===== config.mk =====
export PLATFORM = sky130hd
export DESIGN_NAME = gdr_div
export DESIGN_NICKNAME = d
export VERILOG_FILES = /design/src/rtl/gdr_pkg.sv /design/src/rtl/gdr_div.sv
export SDC_FILE = /design/constraint.sdc
export NUM_CORES = 1
export LEC_CHECK = 0
export ABC_AREA = 1
export ABC_CLOCK_PERIOD_IN_PS = 3650
export CORE_MARGIN = 1
export CORE_UTILIZATION = 40
export CTS_CLUSTER_SIZE = 20
export DETAILED_ROUTE_END_ITERATION = 7
export DONT_BUFFER_PORTS = 1
export GPL_ROUTABILITY_DRIVEN = 1
export PLACE_DENSITY_LB_ADDON = 0.1
export SLEW_MARGIN = 5
export SYNTH_ARGS = -nofsm -noshare
export SYNTH_HDL_FRONTEND = slang
export SYNTH_SLANG_ARGS = --single-unit
export TNS_END_PERCENT = 100

===== constraint.sdc =====
create_clock -name clk -period 3.65 [get_ports clk]
set_input_delay 0.1825 -clock clk [delete_from_list [all_inputs] [get_ports clk]]
set_output_delay 0.1825 -clock clk [all_outputs]
set_load 0.01 [all_outputs]

===== src/rtl/gdr_pkg.sv =====
// Shared types and constants for the grid DDA ray caster.
// Used by the divider, the map memory and the top level; depends on nothing.
package gdr_pkg;

  // Map geometry: a square map of 4-bit cell codes, row-major address {row, col}.
  localparam int MAP_BITS  = 6;
  localparam int MAP_CELLS = 4096;
  localparam int ADDR_W    = 2 * MAP_BITS;
  localparam int CODE_W    = 4;

  // Screen and texture geometry.
  localparam logic [8:0]  SCREEN_LAST = 9'd479;
  localparam logic [23:0] HALF_H      = 24'd240;
  localparam logic [39:0] H_Q16       = 40'd31457280;
  localparam int          TEX_BITS    = 6;

  // Cell codes with a special meaning.
  localparam logic [CODE_W-1:0] EMPTY_CODE = 4'd0;
  localparam logic [CODE_W-1:0] DOOR_CODE  = 4'd2;
  localparam logic [CODE_W-1:0] ANIM_CODE  = 4'd3;

  // Fixed-point constants.
  localparam logic [23:0] SAT24    = 24'hFFFFFF;
  localparam logic [39:0] ONE_Q32  = 40'h01_0000_0000;
  localparam logic [7:0]  MAX_STEPS = 8'd130;

  // Divider widths.
  localparam int DIV_W = 40;
  localparam int DVS_W = 24;

  // Register indexes on the configuration port.
  localparam logic [2:0] REG_POS_X  = 3'd0;
  localparam logic [2:0] REG_POS_Y  = 3'd1;
  localparam logic [2:0] REG_DIR_X  = 3'd2;
  localparam logic [2:0] REG_DIR_Y  = 3'd3;
  localparam logic [2:0] REG_PLN_X  = 3'd4;
  localparam logic [2:0] REG_PLN_Y  = 3'd5;
  localparam logic [2:0] REG_DOORS  = 3'd6;
  localparam logic [2:0] REG_ANIM   = 3'd7;

  // Texture kinds.
  localparam logic [2:0] KIND_DOOR  = 3'd0;
  localparam logic [2:0] KIND_ANIM  = 3'd1;
  localparam logic [2:0] KIND_WEST  = 3'd2;
  localparam logic [2:0] KIND_EAST  = 3'd3;
  localparam logic [2:0] KIND_SOUTH = 3'd4;
  localparam logic [2:0] KIND_NORTH = 3'd5;

  // Request to the shared divider.
  typedef struct packed {
    logic             start;
    logic [DIV_W-1:0] dividend;
    logic [DVS_W-1:0] divisor;
  } div_req_t;

  // Saturate a quotient to 24 bits.
  function automatic logic [23:0] sat24(input logic [DIV_W-1:0] q);
    sat24 = (|q[DIV_W-1:24]) ? SAT24 : q[23:0];
  endfunction

endpackage


===== src/rtl/gdr_div.sv =====
// Shared restoring divider, one quotient bit per cycle.
// Depends on gdr_pkg for widths and the request struct.
module gdr_div import gdr_pkg::*; (
  input  logic             clk,
  input  logic             rst,
  input  div_req_t         req,
  output logic             done,
  output logic [DIV_W-1:0] quotient
);

  logic             busy;
  logic [DVS_W-1:0] rem;
  logic [DIV_W-1:0] quo;
  logic [DVS_W-1:0] dvs;
  logic [5:0]       cnt;
  logic [DVS_W:0]   trial;
  logic [DVS_W:0]   diff;
  logic             ge;

  // Trial subtraction of the divisor from the shifted remainder.
  always_comb begin
    trial = {rem, quo[DIV_W-1]};
    diff  = trial - {1'b0, dvs};
    ge    = trial >= {1'b0, dvs};
  end

  // Control flags.
  always_ff @(posedge clk) begin
    if (rst) begin
      busy <= 1'b0;
      done <= 1'b0;
    end else begin
      done <= 1'b0;
      if (req.start) begin
        busy <= 1'b1;
      end else if (busy && cnt == 6'(DIV_W - 1)) begin
        busy <= 1'b0;
        done <= 1'b1;
      end
    end
  end

  // Datapath: the dividend shifts out while quotient bits shift in.
  always_ff @(posedge clk) begin
    if (req.start) begin
      rem <= '0;
      quo <= req.dividend;
      dvs <= req.divisor;
      cnt <= '0;
    end else if (busy) begin
      rem <= ge ? diff[DVS_W-1:0] : trial[DVS_W-1:0];
      quo <= {quo[DIV_W-2:0], ge};
      cnt <= cnt + 6'd1;
    end
  end

  assign quotient = quo;

endmodule


==> reports/results.ini <==
[finish]
area_growth_pct=12.6
postLayoutCellArea_um2=6480
postLayoutCoreUtil=0.465
nFillCells=1428
most-common-layout-cells=nand2_1 (319), inv_1 (129), edfxtp_1 (64)
layout_commonest_cell=nand2_1
drive_above_1_share=0.0454
nets=903
antenna_cells=0

[synth]
synth-seq-cells=96
syn_inst=790
synth_area_um2=5750
synth_edf_count=64
synth_ff_type=edfxtp_1
avgSynthCellArea_um2=7.28
synthArstFlopShare=0
ys_seq_area_frac=0.445
synth_fp_nets=883
yosysUniqueCellTypes=34
yosysWarnings=0

[job]
drv_cap=0

[sta]
finalSetupViolations=0
fmax_ghz=0.367
rsz0062_at_grt=false
worst_slew_pin_slew_ps=731
setup_tns_ps=0
slew_viol_final=0
fin_skew_ps=8.30
finalCritPeriodShare=0.747
finalHoldViolCount=0
period_needed_ps=2730
slew_headroom=0.512

[clock_tree]
cts.sinks=96
cts_tree=done
cts_buffer_depth=2
clkSlewWorstSetupHoldPaths_ps=70
cts-htree-levels=3
clk_latency_ps=360
ctsResizeCount=0
numCtsBuffers=9
cts_root_buf=clkbuf_16

[detailed_routing]
drcViolationCount=0
routedWlPerCell_um=14.3
drt_first_pass_iters=5
totalWireLength_mm=14.2
ant_nets=0
first_iter_violations=302
vias=4896
vias_per_cell=4.92

[global_route]
grt-ovfl-total=0
antenna_found_initial=0
grt_pass1_wl_mm=23.2
gr-usage-met2=0.333
grt_start_max_net_pins=52
gr-usage-met3=0.0655
grtUsageMet1=0.255
grt_pass1_vias=4857
track_usage=0.204
grt_busiest_layer=met2

[setup_path]
crit_fanout=25
crit_type=reg2reg
endpoint_kind=register
cp_data_arrival_time_ps=2970
start_kind=register
cp.required_ps=3900

[worst_hold_path]
hold_class=in2reg

[floorplan]
pin_count=108
die_h_um=122
fp.dieArea_um2=14900
fp.dieW_um=122
start_util=0.413
rows=43
core_area_um2=13900

[pwr]
finalPower_mw=2.53
p_leak_nw=3.22
ir_drop_mv=0.256
power.density_nw_per_um2=391

[placed_design]
placed_area_um2=5900
dp_hpwl_mm=10.0
routabilityCongestion=0.902
port_buffers=0

[outcome]
status=finished clean

[state kept, by name, summed over array words and instances (netlist names)]
signal / flops
dvs: 24
quotient: 40
done: 1
cnt: 6
rem: 24
busy: 1
[path summary, 6_finish.rpt]
kind	depth (start not counted)	slack [ps]	endpoint	start
min	2	10	quotient[13]$_DFFE_PP_	req[37]
max	11	920	rem[22]$_SDFFE_PP0P_	dvs[12]$_DFFE_PP_
max reg2reg	11	920	rem[22]$_SDFFE_PP0P_	dvs[12]$_DFFE_PP_
min reg2reg	2	470	rem[17]$_SDFFE_PP0P_	rem[17]$_SDFFE_PP0P_
[per-stage QoR]
| stage | setup WS [ps] | hold slack [ps] | instances |
|---|---|---|---|
| 2_1_floorplan | 1310 | 255 | 790 |
| 3_3_place_gp | 999 | 259 | 952 |
| 3_5_place_dp | 998 | 259 | 952 |
| 4_1_cts | 987 | 1.37 | 994 |
| 5_1_grt | 744 | 1.17 | 995 |
| 6_report | 925 | 9.81 | 995 |
[critical path: stages (launching register included)]
cell	delay (ps)
edfxtp_1	320
inv_1	60
ha_1	390
nand2_1	150
nor2_1	170
nand2_1	100
nor3_2	180
nand2_2	400
nand3_4	460
nand3_1	190
nand3_1	120
nand2_1	60
[power breakdown]
| part | switching [mW] | internal (mW) |
|---|---|---|
| Combinational | 0.157 | 0.0907 |
| Clock | 0.437 | 0.536 |
| Sequential | 0.0652 | 1.25 |
[area by class of cell]
cell class,count,area (um^2),area share
Clock buffer,10,229,0.0353
Clock inverter,6,68.8,0.0106
Inverter,141,529,0.0817
Multi-Input combinational cell,532,2560,0.395
Sequential cell,96,2560,0.396
Tap cell,180,225,0.0348
Timing Repair Buffer,30,303,0.0467
[cells by family (layout without fill, tap and decap cells)]
logic type	after synthesis	after routing	synth area share
simple gates	461	461	0.338
buf+inv	162	187	0.109
flops	96	96	0.445
xor+xnor	10	10	0.0152
fa+ha+maj	26	26	0.0579
compound gates	35	35	0.0344
[layer usage]
layer	share of wire	wire, um	up-vias
met4	0.012	170	0
met1	0.46	6570	2221
met5	0	0	-
met3	0.066	944	12
met2	0.46	6550	143
li1	-	-	2520
[cells in the mapped netlist (all sizes together), types with 2 or more instances]
master | count | area, um^2
a21oi | 16 | 91.3
clkinv | 4 | 15.0
nor3 | 7 | 40.0
o21ai | 15 | 75.1
o21bai | 2 | 15.0
dfxtp | 32 | 641
nand4 | 29 | 181
nor2 | 38 | 155
buf | 9 | 55.1
inv | 137 | 514
edfxtp | 64 | 1920
clkbuf | 12 | 45.0
nand2 | 323 | 1220
xor2 | 2 | 17.5
ha | 25 | 313
xnor2 | 8 | 70.1
nand3 | 61 | 323
[what timing repair did]
item,CTS,global route
hold buffers,26,1
setup buffers,0,0
hold endpoints to repair,51,1
(Power assumes the default switching activity.)
